--- config.mk ---
export PLATFORM = sky130hd
export DESIGN_NAME = ternary_weight_matmul_accumulator_unit
export DESIGN_NICKNAME = d
export VERILOG_FILES = /design/src/hw/rtl/twma_pkg.sv /design/src/hw/rtl/ternary_weight_matmul_accumulator_unit.sv /design/src/hw/rtl/twma_ram.sv /design/src/hw/rtl/twma_lane.sv
export SDC_FILE = /design/constraint.sdc
export NUM_CORES = 2
export LEC_CHECK = 0
export BUFFER_PORTS_ARGS = -buffer_cell sky130_fd_sc_hd__clkbuf_2
export CAP_MARGIN = 30
export CORE_AREA = 2 2 510 512
export DETAILED_ROUTE_END_ITERATION = 6
export DIE_AREA = 0 0 512 514
export GPL_TIMING_DRIVEN = 0
export PLACE_DENSITY = 0.8
export REMOVE_ABC_BUFFERS = 1
export SLEW_MARGIN = 25
export SYNTH_ARGS = -nofsm -noshare
export SYNTH_HDL_FRONTEND = slang
export SYNTH_HIERARCHICAL = 1
export SYNTH_SLANG_ARGS = --single-unit
--- constraint.sdc ---
create_clock -name clock -period 23.3 [get_ports clock]
set_input_delay 0 -clock clock [delete_from_list [all_inputs] [get_ports clock]]
set_output_delay 0 -clock clock [all_outputs]
set_load 0.02 [all_outputs]
--- src/hw/rtl/twma_pkg.sv ---
// ----------------------------------------------------------------------------
// twma_pkg
// Shared types and constants of the ternary weight row accumulator.
// ----------------------------------------------------------------------------
package twma_pkg;

   localparam int ROW_COLUMNS = 64;
   localparam int LANES       = 8;
   localparam int SUM_WIDTH   = 40;
   localparam int GROUPS      = ROW_COLUMNS / LANES;
   localparam int ADDR_WIDTH  = $clog2(GROUPS);

   localparam int VALUE_WIDTH = 16;
   localparam int CODE_WIDTH  = 2;
   localparam int GROUP_WIDTH = 3;
   localparam int PROD_WIDTH  = 2 * VALUE_WIDTH;

   localparam int REQ_DATA_WIDTH = 3 * VALUE_WIDTH;
   localparam int RSP_DATA_WIDTH = LANES * SUM_WIDTH;

   localparam logic [CODE_WIDTH-1:0] CODE_ADD = 2'd2;
   localparam logic [CODE_WIDTH-1:0] CODE_SUB = 2'd0;

   localparam logic [SUM_WIDTH-1:0] SUM_MAX = {1'b0, {(SUM_WIDTH-1){1'b1}}};
   localparam logic [SUM_WIDTH-1:0] SUM_MIN = {1'b1, {(SUM_WIDTH-1){1'b0}}};

   typedef struct packed {
      logic                  rd_en;
      logic [ADDR_WIDTH-1:0] rd_addr;
      logic                  wr_en;
      logic [ADDR_WIDTH-1:0] wr_addr;
      logic                  acc_valid;
   } lane_ctrl_type;

endpackage

--- src/hw/rtl/ternary_weight_matmul_accumulator_unit.sv ---
// ----------------------------------------------------------------------------
// ternary_weight_matmul_accumulator_unit
// Accumulates one output row of a ternary weight matrix product with
// block scales; eight lanes update side by side and the row is emitted
// one column group per transaction on the last item.
//
//   channel  dir  handshake            payload
//   req      in   req_tvalid/tready    tdata act,scale,codes; tuser group;
//                                      tlast last_of_row
//   rsp      out  rsp_tvalid/tready    tdata lane0..7 sums; tuser group;
//                                      tlast row_done
//
// an item goes through row read, product register and lane update before the next is taken
// a row end adds a sweep of the lane rams, a read and a load per column group
// rsp has an output register, so a stalled rsp only blocks the next group
// synchronous reset clears control and marks every row as zero
// ----------------------------------------------------------------------------
module ternary_weight_matmul_accumulator_unit (
   input  logic                                  clock,
   input  logic                                  reset,
   input  logic                                  req_tvalid,
   output logic                                  req_tready,
   // activation [15:0], scale [31:16], codes [47:32]
   input  logic [twma_pkg::REQ_DATA_WIDTH-1:0]   req_tdata,
   // column_group [2:0]
   input  logic [twma_pkg::GROUP_WIDTH-1:0]      req_tuser,
   input  logic                                  req_tlast,
   output logic                                  rsp_tvalid,
   input  logic                                  rsp_tready,
   // lane0_sum [39:0], lane1_sum [79:40] ... lane7_sum [319:280]
   output logic [twma_pkg::RSP_DATA_WIDTH-1:0]   rsp_tdata,
   // out_group [2:0]
   output logic [twma_pkg::GROUP_WIDTH-1:0]      rsp_tuser,
   output logic                                  rsp_tlast
);

   typedef enum logic [2:0] {
      ST_IDLE,
      ST_MUL,
      ST_UPD,
      ST_EMIT_RD,
      ST_EMIT_LD
   } state_type;

   localparam logic [twma_pkg::ADDR_WIDTH-1:0] LAST_GROUP =
      twma_pkg::ADDR_WIDTH'(twma_pkg::GROUPS - 1);

   state_type                                   state_ff, state_in;
   logic signed [twma_pkg::VALUE_WIDTH-1:0]     act_ff, act_in;
   logic signed [twma_pkg::VALUE_WIDTH-1:0]     scale_ff, scale_in;
   logic [2*twma_pkg::LANES-1:0]                codes_ff, codes_in;
   logic [twma_pkg::GROUP_WIDTH-1:0]            group_ff, group_in;
   logic                                        last_ff, last_in;
   logic signed [twma_pkg::PROD_WIDTH-1:0]      prod_ff, prod_in;
   logic [twma_pkg::GROUPS-1:0]                 valid_ff, valid_in;
   logic                                        rd_valid_ff, rd_valid_in;
   logic [twma_pkg::ADDR_WIDTH-1:0]             emit_cnt_ff, emit_cnt_in;
   logic                                        rsp_valid_ff, rsp_valid_in;
   logic [twma_pkg::RSP_DATA_WIDTH-1:0]         rsp_data_ff, rsp_data_in;
   logic [twma_pkg::GROUP_WIDTH-1:0]            rsp_group_ff, rsp_group_in;
   logic                                        rsp_last_ff, rsp_last_in;

   logic                                        accept;
   logic                                        in_range;
   logic                                        load;
   twma_pkg::lane_ctrl_type                     ctrl;
   logic [twma_pkg::SUM_WIDTH-1:0]              lane_sum [twma_pkg::LANES];

   assign accept   = req_tvalid && req_tready;
   assign in_range = int'(group_ff) < twma_pkg::GROUPS;
   assign load     = (state_ff == ST_EMIT_LD) && (!rsp_valid_ff || rsp_tready);

   always_comb begin
      ctrl.rd_en     = accept || (state_ff == ST_EMIT_RD);
      ctrl.rd_addr   = (state_ff == ST_EMIT_RD) ? emit_cnt_ff
                                                : req_tuser[twma_pkg::ADDR_WIDTH-1:0];
      ctrl.wr_en     = (state_ff == ST_UPD) && in_range;
      ctrl.wr_addr   = group_ff[twma_pkg::ADDR_WIDTH-1:0];
      ctrl.acc_valid = rd_valid_ff;
   end

   for (genvar i = 0; i < twma_pkg::LANES; i++) begin : g_lane
      twma_lane u_lane (
         .clock    (clock),
         .ctrl     (ctrl),
         .code     (codes_ff[2*i +: 2]),
         .prod     (prod_ff),
         .lane_sum (lane_sum[i])
      );
   end

   always_comb begin
      state_in     = state_ff;
      act_in       = act_ff;
      scale_in     = scale_ff;
      codes_in     = codes_ff;
      group_in     = group_ff;
      last_in      = last_ff;
      prod_in      = prod_ff;
      valid_in     = valid_ff;
      rd_valid_in  = ctrl.rd_en ? valid_ff[ctrl.rd_addr] : rd_valid_ff;
      emit_cnt_in  = emit_cnt_ff;
      rsp_data_in  = rsp_data_ff;
      rsp_group_in = rsp_group_ff;
      rsp_last_in  = rsp_last_ff;
      rsp_valid_in = rsp_valid_ff && !rsp_tready;

      unique case (state_ff)
         ST_IDLE: begin
            if (accept) begin
               act_in   = req_tdata[0 +: twma_pkg::VALUE_WIDTH];
               scale_in = req_tdata[twma_pkg::VALUE_WIDTH +: twma_pkg::VALUE_WIDTH];
               codes_in = req_tdata[2*twma_pkg::VALUE_WIDTH +: twma_pkg::VALUE_WIDTH];
               group_in = req_tuser;
               last_in  = req_tlast;
               state_in = ST_MUL;
            end
         end
         ST_MUL: begin
            prod_in  = act_ff * scale_ff;
            state_in = ST_UPD;
         end
         ST_UPD: begin
            if (ctrl.wr_en) begin
               valid_in[ctrl.wr_addr] = 1'b1;
            end
            emit_cnt_in = '0;
            state_in    = last_ff ? ST_EMIT_RD : ST_IDLE;
         end
         ST_EMIT_RD: begin
            state_in = ST_EMIT_LD;
         end
         ST_EMIT_LD: begin
            if (load) begin
               for (int i = 0; i < twma_pkg::LANES; i++) begin
                  rsp_data_in[i*twma_pkg::SUM_WIDTH +: twma_pkg::SUM_WIDTH] = lane_sum[i];
               end
               rsp_group_in = twma_pkg::GROUP_WIDTH'(emit_cnt_ff);
               rsp_last_in  = (emit_cnt_ff == LAST_GROUP);
               rsp_valid_in = 1'b1;
               emit_cnt_in  = emit_cnt_ff + 1'b1;
               if (emit_cnt_ff == LAST_GROUP) begin
                  valid_in = '0;
                  state_in = ST_IDLE;
               end else begin
                  state_in = ST_EMIT_RD;
               end
            end
         end
         default: begin
            state_in = ST_IDLE;
         end
      endcase
   end

   always_ff @(posedge clock) begin
      if (reset) begin
         state_ff     <= ST_IDLE;
         valid_ff     <= '0;
         rd_valid_ff  <= 1'b0;
         emit_cnt_ff  <= '0;
         rsp_valid_ff <= 1'b0;
      end else begin
         state_ff     <= state_in;
         valid_ff     <= valid_in;
         rd_valid_ff  <= rd_valid_in;
         emit_cnt_ff  <= emit_cnt_in;
         rsp_valid_ff <= rsp_valid_in;
      end
      act_ff       <= act_in;
      scale_ff     <= scale_in;
      codes_ff     <= codes_in;
      group_ff     <= group_in;
      last_ff      <= last_in;
      prod_ff      <= prod_in;
      rsp_data_ff  <= rsp_data_in;
      rsp_group_ff <= rsp_group_in;
      rsp_last_ff  <= rsp_last_in;
   end

   assign req_tready = (state_ff == ST_IDLE);
   assign rsp_tvalid = rsp_valid_ff;
   assign rsp_tdata  = rsp_data_ff;
   assign rsp_tuser  = rsp_group_ff;
   assign rsp_tlast  = rsp_last_ff;

   // row cleared once the last group is loaded
   a_row_clear: assert property (@(posedge clock) disable iff (reset)
      load && (emit_cnt_ff == LAST_GROUP) |=> valid_ff == '0)
      else $error("rows not cleared after row emission");

   // row_done only with the last group
   a_done_group: assert property (@(posedge clock) disable iff (reset)
      rsp_tvalid && rsp_tlast |-> rsp_tuser == twma_pkg::GROUP_WIDTH'(twma_pkg::GROUPS - 1))
      else $error("row_done on a group other than the last");

   // an in-range update marks its row
   a_row_mark: assert property (@(posedge clock) disable iff (reset)
      ctrl.wr_en |=> valid_ff[$past(ctrl.wr_addr)])
      else $error("updated row not marked valid");

   // new results come only from the emission sweep
   a_rsp_source: assert property (@(posedge clock) disable iff (reset)
      !rsp_tvalid ##1 rsp_tvalid |-> $past(state_ff) == ST_EMIT_LD)
      else $error("result raised outside the emission sweep");

endmodule

--- src/hw/rtl/twma_ram.sv ---
// ----------------------------------------------------------------------------
// twma_ram
// Generic single write port, single read port RAM with registered read.
// ----------------------------------------------------------------------------
module twma_ram #(
   parameter int WIDTH = 40,
   parameter int DEPTH = 8
) (
   input  logic                     clock,
   input  logic                     wr_en,
   input  logic [$clog2(DEPTH)-1:0] wr_addr,
   input  logic [WIDTH-1:0]         wr_data,
   input  logic                     rd_en,
   input  logic [$clog2(DEPTH)-1:0] rd_addr,
   output logic [WIDTH-1:0]         rd_data
);

   logic [WIDTH-1:0] mem_ff [DEPTH];
   logic [WIDTH-1:0] rd_data_ff;

   always_ff @(posedge clock) begin
      if (wr_en) begin
         mem_ff[wr_addr] <= wr_data;
      end
      if (rd_en) begin
         rd_data_ff <= mem_ff[rd_addr];
      end
   end

   assign rd_data = rd_data_ff;

endmodule

--- src/hw/rtl/twma_lane.sv ---
// ----------------------------------------------------------------------------
// twma_lane
// One accumulator lane: row storage for one column of every group and a
// saturating add or subtract of the shared product.
// ----------------------------------------------------------------------------
module twma_lane (
   input  logic                                     clock,
   input  twma_pkg::lane_ctrl_type                  ctrl,
   input  logic [twma_pkg::CODE_WIDTH-1:0]          code,
   input  logic signed [twma_pkg::PROD_WIDTH-1:0]   prod,
   output logic [twma_pkg::SUM_WIDTH-1:0]           lane_sum
);

   logic [twma_pkg::SUM_WIDTH-1:0]        rd_data;
   logic [twma_pkg::SUM_WIDTH-1:0]        acc;
   logic signed [twma_pkg::SUM_WIDTH:0]   prod_ext;
   logic signed [twma_pkg::SUM_WIDTH:0]   delta;
   logic signed [twma_pkg::SUM_WIDTH:0]   sum_wide;
   logic [twma_pkg::SUM_WIDTH-1:0]        sum_sat;

   twma_ram #(
      .WIDTH (twma_pkg::SUM_WIDTH),
      .DEPTH (twma_pkg::GROUPS)
   ) u_ram (
      .clock   (clock),
      .wr_en   (ctrl.wr_en),
      .wr_addr (ctrl.wr_addr),
      .wr_data (sum_sat),
      .rd_en   (ctrl.rd_en),
      .rd_addr (ctrl.rd_addr),
      .rd_data (rd_data)
   );

   // row never written since the last clear reads as zero
   assign acc = ctrl.acc_valid ? rd_data : '0;

   assign prod_ext = {{(twma_pkg::SUM_WIDTH + 1 - twma_pkg::PROD_WIDTH){prod[twma_pkg::PROD_WIDTH-1]}},
                      prod};

   always_comb begin
      case (code)
         twma_pkg::CODE_ADD: delta = prod_ext;
         twma_pkg::CODE_SUB: delta = -prod_ext;
         default:            delta = '0;
      endcase
   end

   assign sum_wide = $signed({acc[twma_pkg::SUM_WIDTH-1], acc}) + delta;

   always_comb begin
      if (sum_wide[twma_pkg::SUM_WIDTH] != sum_wide[twma_pkg::SUM_WIDTH-1]) begin
         sum_sat = sum_wide[twma_pkg::SUM_WIDTH] ? twma_pkg::SUM_MIN : twma_pkg::SUM_MAX;
      end else begin
         sum_sat = sum_wide[twma_pkg::SUM_WIDTH-1:0];
      end
   end

   assign lane_sum = acc;

endmodule
[Word level (Yosys, flattened, before mapping)]
Memory sizes are Yosys's and may differ from the RTL's. A register that Yosys moved wholly into a read port is not among the register bits.
Index checks and enable logic that the tools add are counted.
W data, S select, Z words.
Storage, ports and cells
  bits in registers: 424
  bits in writable memories: 2560
  input bits: 56
  output and inout port bits: 326
  word-level logic and storage cells: 135
  memories: 8
Memory list
  g_lane[0].u_lane.u_ram.mem_ff: depth 8, bits a word 40, read ports 1, clocked after memory_dff 1, write ports 1, line twma_ram.sv:18  | logic [WIDTH-1:0] mem_ff [DEPTH];
  g_lane[1].u_lane.u_ram.mem_ff: depth 8, bits a word 40, read ports 1, clocked after memory_dff 1, write ports 1, line twma_ram.sv:18
  g_lane[2].u_lane.u_ram.mem_ff: depth 8, bits a word 40, read ports 1, clocked after memory_dff 1, write ports 1, line twma_ram.sv:18
  g_lane[3].u_lane.u_ram.mem_ff: depth 8, bits a word 40, read ports 1, clocked after memory_dff 1, write ports 1, line twma_ram.sv:18
  g_lane[4].u_lane.u_ram.mem_ff: depth 8, bits a word 40, read ports 1, clocked after memory_dff 1, write ports 1, line twma_ram.sv:18
  g_lane[5].u_lane.u_ram.mem_ff: depth 8, bits a word 40, read ports 1, clocked after memory_dff 1, write ports 1, line twma_ram.sv:18
  +2 memories
Cells by class
  add/subtract/negate cells: 10
  $mul: 1
  magnitude comparators: 3
  eq/ne operators: 24
  multiplexer cells: 51
  bitwise gates (word level): 1
  reductions and logical operators: 23
Operators by type and width (count)
  $mux W40: 24
  $pmux W41 S2: 8
  $add A40 B41 Y41: 8
  $neg A32 Y41: 1
  $mul A16 B16 Y32: 1
  $eq A2 B2 Y1 const B: 8
  $logic_not A2 Y1: 8
  $mux W8: 2
  $pmux W8 S2: 1
  $pmux W3 S5: 1
  $mux W3: 4
  $lt A3 B4 Y1 const B: 2
  $ne A1 B1 Y1: 8
  $or A8 B8 Y8: 1
  $reduce_and A2 Y1: 4
  $eq A3 B2 Y1 const B: 2
  $eq A3 B3 Y1 const B: 2
  $mux W1: 6
  $pmux W3 S2: 1
  $logic_and A1 B1 Y1: 4
  $mux W2: 2
  $ne A2 B1 Y1 const B: 2
  $add A3 B1 Y3 const B: 1
  $bmux W1 S3: 1
  9 further kinds: 11

[Longest topological paths before layout]
  word-level depth: 6
  mapped depth: 23
  mapped depth without buffers: 22

[Hierarchy]
Netlist, hierarchy kept.
By module, submodules not included
  twma_ram: times used 8, cells an instance 515, area an instance 13571.8 µm², seq. area each 10810.4 µm²
  ternary_weight_matmul_accumulator_unit: times used 1, cells an instance 1643, area an instance 23123.4 µm², seq. area each 12572.1 µm²
  twma_lane at g_lane[0].u_lane ...: times used 4, cells an instance 562, area an instance 3609.7 µm², seq. area each 0.0 µm²
  twma_lane at g_lane[4].u_lane ...: times used 2, cells an instance 615, area an instance 3910.0 µm², seq. area each 0.0 µm²
  twma_lane at g_lane[5].u_lane ...: times used 2, cells an instance 588, area an instance 3871.2 µm², seq. area each 0.0 µm²

[Least setup slack after synthesis]
OpenSTA, ideal clock, no wires.
  path kind: register to register
  start point: register state_ff[0]
  end point: register rd_valid_ff
  setup time: 0.824 ns
  data arrival time: 16.499 ns
  required time: 22.476 ns
  setup slack: 5.976 ns
  stages on the path, launching flop included: 5
  path buffers: 0
  clock period less this slack: 17.324 ns
  path through: dfxtp_1 > nor2_1 > nand2_1 > a21oi_1 > a211oi_1
RTL lines
  from (decl): line ternary_weight_matmul_accumulator_unit.sv:48  | state_type state_ff, state_in;
  from (signal assigned): line ternary_weight_matmul_accumulator_unit.sv:164  | state_ff <= state_in;
  to (signal assigned): line ternary_weight_matmul_accumulator_unit.sv:166  | rd_valid_ff <= rd_valid_in;
  to (decl): line ternary_weight_matmul_accumulator_unit.sv:56  | logic rd_valid_ff, rd_valid_in;

[Final worst setup path]
  start point: register prod_ff[8] in the netlist's numbering
  end point: memory g_lane[3].u_lane.u_ram.mem_ff[4][27], data pin
On the way
  longest elaborated chain between the ends: 5
  elaborated cells between the ends (all ways): 6
  those cells by class: add/sub: 2; eq/ne: 1; mux: 3
RTL lines
  from (decl): line ternary_weight_matmul_accumulator_unit.sv:54  | logic signed [twma_pkg::PROD_WIDTH-1:0] prod_ff, prod_in;
  from (signal assigned): line ternary_weight_matmul_accumulator_unit.sv:175  | prod_ff <= prod_in;
  $neg A32 Y41: line twma_lane.sv:43  | twma_pkg::CODE_SUB: delta = -prod_ext;
  $pmux W41 S2 *: line twma_lane.sv:41  | case (code)
  $add A40 B41 Y41 *: line twma_lane.sv:48  | assign sum_wide = $signed({acc[twma_pkg::SUM_WIDTH-1], acc}) + delta;
  $mux W40 / $ne A1 B1 Y1 (equally long branches): line twma_lane.sv:52, twma_lane.sv:51
  $mux W40 *: line twma_lane.sv:51  | if (sum_wide[twma_pkg::SUM_WIDTH] != sum_wide[twma_pkg::SUM_WIDTH-1]) begin
  via g_lane[3].u_lane.sum_sat, one bit: line twma_lane.sv:19  | logic [twma_pkg::SUM_WIDTH-1:0] sum_sat;
  to (decl): line twma_ram.sv:18
Mark *: on every way through the listed nets, which the timed path passes. The rest lies on a longest branch.

==> PnR_summary.wiki <==
{| class="wikitable"
! Metric !! Value
|-
| Status || complete, no violations
|-
| Via count of the first global-routing pass || 97.2k
|-
| Worst hold path class || in2reg
|-
| Die Span X || 512 microns
|-
| Number of buffers inserted by hold repair at cts || 110
|-
| Sequential element share of the synthesized area || 0.613
|-
| Final routed wirelength across all metal layers || 420,000 microns
|-
| Largest clock skew in the final design || 0.0632 ns
|-
| Initial standard-cell utilization of the core || 0.627
|-
| Setup repair after global routing missed its margin || no
|-
| Clock Tree Buf Depth || 4
|-
| Area of placed instances || 0.173 sq mm
|-
| Area growth from synthesis to final layout || 14.2%
|-
| Die ar. || 0.263 sq mm
|-
| Number of distinct library cells after synthesis || 102
|-
| Max-Cap Viols || 0
|-
| FF+latch count, synth || 3,304
|-
| Category of cells accounting for the largest share of critical-path delay || simple AND/OR/NAND/NOR gates
|-
| DR iter-0 viols || 10.6k
|-
| Max-slew violations || 0
|-
| Worst hold slack || 0.185 ns
|-
| Number of instances in the synthesized netlist || 10.4k
|-
| Initial antenna violation count || 22
|-
| Highest-utilization routing layer at the global route stage || met2
|-
| Setup violators final || 0
|-
| Flip-flop and latch area || ~0.099 sq mm
|-
| H-Tree Depth || 5
|-
| Buffers added on ports || 381
|-
| Fmax || 0.118 GHz
|-
| Clock latency on the worst-skew pair || 0.92 ns
|-
| Final cell area excluding filler cells || 0.185 sq mm
|-
| Met1 track utilization from global routing || 0.424
|-
| Number of setup buffers added after CTS || 0
|-
| Final Cycle Share || 0.364
|-
| TritonCTS sink count || 3,304
|-
| DRC errors left || 0
|-
| Worst Setup Path Type || reg2reg
|-
| Synth warn || 6
|-
| Least-Margin Pin Slew || 1.03 ns
|-
| Largest incremental delay on the critical path || 0.87 ns
|-
| Total standard cell area after synthesis || ~0.16 sq mm
|-
| Relative slew slack || 0.308
|-
| Via total after detailed routing || 97.1k
|-
| Gp weighted congestion || 0.913
|-
| Total of fill cells in the finished design || around 16k
|-
| Slowest-stage cell, CP || a21oi_1
|-
| Average routed wire per standard cell || 28.3 microns
|-
| All-layer global routing usage || 0.316
|-
| Residual overflow from global routing || 0
|-
| Count of placed standard cells in the final layout, fillers left out || approximately 15k
|-
| Detailed-router iteration count before antenna repair || 6
|-
| Pin count of the biggest net entering global routing || 97
|-
| Met3 track utilization from global routing || 0.0637
|-
| Clock transition at the registers of the reported paths || 0.06 ns
|-
| HPWL after DPL || around 290,000 microns
|-
| Placed Instances || 14.1k
|-
| Final hold vios || 0
|-
| Clock tree from TritonCTS || built
|-
| Share of post-route cells with drive strength above 1 || 0.163
|-
| Clock Tree Root || clkbuf_16
|-
| Core Box Area || 0.258 sq mm
|-
| Commonest register cell after synthesis || edfxtp_1
|-
| Critical path data arrival time || 9.08 ns
|-
| Number of clock buffers inserted by TritonCTS || 332
|-
| Minimum period implied by the final worst setup slack || ~8.5 ns
|-
| Buffers plus inverters on the worst setup path || 2
|-
| Count of nets left with antenna violations after detail routing || 0
|-
| Met2 Track Usage GR || 0.507
|-
| Required arrival time at the worst endpoint || between 20 and 25 ns
|-
| PwrDens || around 120 mW/mm^2
|-
| Num rows || 187
|-
| Number of enable flip-flop cells after synthesis || 3,288
|-
| Peak supply drop || 0.000237 V
|-
| Detailed-route vias per instance || 6.54
|-
| CP Launch Type || flop
|-
| Proportion of synthesized flip-flops having asynchronous set or reset || 0
|-
| Area of combinational cells with multiple inputs || approximately 0.059 sq mm
|-
| Post-layout net count || 11.9k
|-
| Die H || 514 microns
|-
| Total of cells resized after clock tree synthesis || 0
|-
| Highest net fanout along the worst path || 34
|-
| Category of the worst setup path capture point || flop
|-
| Most numerous cell on the critical path || a21oi_1
|-
| Average instance area after synthesis || between 15 and 20 sq um
|-
| Static Leak || about 67 nW
|-
| Ordered list of cells on the worst path || buf_8 -> buf_8 -> or4_1 -> or4b_2 -> nor4_1 -> nand2b_1 -> nor2_1 -> a21oi_1 -> xnor2_1 -> nor2_1 -> ha_1 -> and3_1 -> nand2_1 -> or2_2 -> o22ai_1 -> a21oi_1 -> a21oi_1 -> a221oi_1 -> xnor2_1 -> nand3_2 -> a21oi_1
|-
| Wire length of the first global-routing pass || 619,000 microns
|-
| Boundary pin count || 382
|-
| Post-layout power || approximately 22 mW
|}
-- worst register-to-register path, delay by kind of cell, from the launching register on --
kind                     cells  cell delay (ns)
flip-flops                   1             0.74
buffers and inverters        2             0.50
AND/OR/NAND/NOR             10             3.95
adder cells (fa/ha/maj)      1             0.40
XOR/XNOR                     2             0.93
AO/OA/AOI/OAI                6             1.67
-- worst paths after layout --
check	slack [ns]	to	cells after the start	from
worst max register to register	14.82	g_lane[3].u_lane/u_ram/mem_ff[4][27]$_DFFE_PP_	21	prod_ff[8]$_DFFE_PP_
worst min-delay path	0.18	state_ff[1]$_SDFFE_PP0P_	6	req_tvalid
worst min register to register	0.54	valid_ff[1]$_SDFFE_PP0P_	1	valid_ff[1]$_SDFFE_PP0P_
worst max-delay path	14.82	g_lane[3].u_lane/u_ram/mem_ff[4][27]$_DFFE_PP_	21	prod_ff[8]$_DFFE_PP_
-- cell usage in the layout, fill, tap and decap left out, types with 107 or more instances in the layout --
| cell type | synthesis | routed |
|---|---|---|
| a21oi_1 | 726 | 723 |
| nor3_1 | 123 | 107 |
| a21o_1 | 149 | 149 |
| ha_1 | 412 | 412 |
| dlygate4sd3_1 | 0 | 110 |
| clkbuf_2 | 4 | 386 |
| buf_16 | 0 | 122 |
| nand2_1 | 359 | 359 |
| mux2_2 | 324 | 323 |
| buf_8 | 2 | 115 |
| and2_1 | 476 | 475 |
| o21ai_0 | 329 | 326 |
| clkbuf_16 | 0 | 337 |
| edfxtp_1 | 3288 | 3288 |
| mux4_1 | 640 | 640 |
| nor2_1 | 594 | 546 |
| xnor2_1 | 380 | 379 |
| inv_1 | 489 | 486 |
| xor2_1 | 114 | 114 |
| fa_1 | 270 | 270 |
-- kinds of logic after synthesis --
logic type                 count (synthesis)  share of synthesized area
DFF                                     3304                      0.613
and+or+nand+nor                         2205                     0.0719
adders and majority gates                710                     0.0672
AOI/OAI and AO/OA                       1747                     0.0659
buffers and inverters                    970                     0.0273
xor gates and xnor gates                 498                     0.0272
muxes                                    983                      0.128
-- stage by stage --
| step | setup TNS (ns) | setup WS [ns] | utilization |
|---|---|---|---|
| floorplan | 0 | 4.36 | - |
| global placement | -5355.87 | -11.37 | 0.641 |
| detailed placement | 0 | 14.82 | 0.670 |
| CTS | 0 | 14.67 | 0.715 |
| global route | 0 | 14.38 | 0.716 |
| finish | 0 | 14.82 | 0.716 |
-- routing by layer --
metal | wire length (microns) | share of wire
met3 | 41900 | 0.10
met4 | 20600 | 0.049
met2 | 199000 | 0.47
met1 | 158000 | 0.38
met5 | 50 | 0.00012
-- report_power, final --
| group | switching (mW) | internal, mW |
|---|---|---|
| Sequential | 0.206 | 7.89 |
| Combinational | 5.21 | 3.19 |
| Clock | 2.27 | 3.04 |
| Total | 7.69 | 14.1 |
-- sequential cells by signal, summed over array words and instances (netlist names), 8 cells and up --
signal and flops:
codes_ff 16, scale_ff 16, g_lane.u_lane/u_ram/rd_data 320, valid_ff 8
prod_ff 32, act_ff 16, g_lane.u_lane/u_ram/mem_ff 2560, rsp_tdata 320
-- synth_stat cells (43+ instances only) --
cell | count | area (sq um)
edfxtp_1 | 3288 | 98700
a21oi_1 | 726 | 3630
mux4_1 | 640 | 16800
nor2_1 | 594 | 2230
inv_1 | 489 | 1840
and2_1 | 476 | 2980
ha_1 | 412 | 5150
xnor2_1 | 380 | 3330
nand2_1 | 359 | 1350
o21ai_0 | 329 | 1650
clkbuf_1 | 324 | 1220
mux2_2 | 324 | 3650
fa_1 | 270 | 5410
a21o_1 | 149 | 1120
nor3_1 | 123 | 616
xor2_1 | 114 | 998
nand2b_1 | 93 | 582
buf_6 | 84 | 946
nand3_1 | 83 | 415
or3_1 | 81 | 507
nand4_1 | 78 | 488
nor2b_1 | 67 | 419
o21bai_1 | 65 | 488
a31oi_1 | 59 | 369
o21a_1 | 55 | 413
a21oi_2 | 51 | 447
o21ai_1 | 46 | 230
nor4_1 | 45 | 282
and3_1 | 43 | 269
-- layout make-up --
type,instances,share of cell area
well taps,3402,0.0230
flip-flops and latches,3304,0.536
multi-input cells,6143,0.318
clock buffers,404,0.0470
repair buffers,897,0.0545
diodes,7,0.0000948
clock inverters,194,0.0107
inverters,493,0.0101
Note: power is estimated with default switching activity, not from simulation.
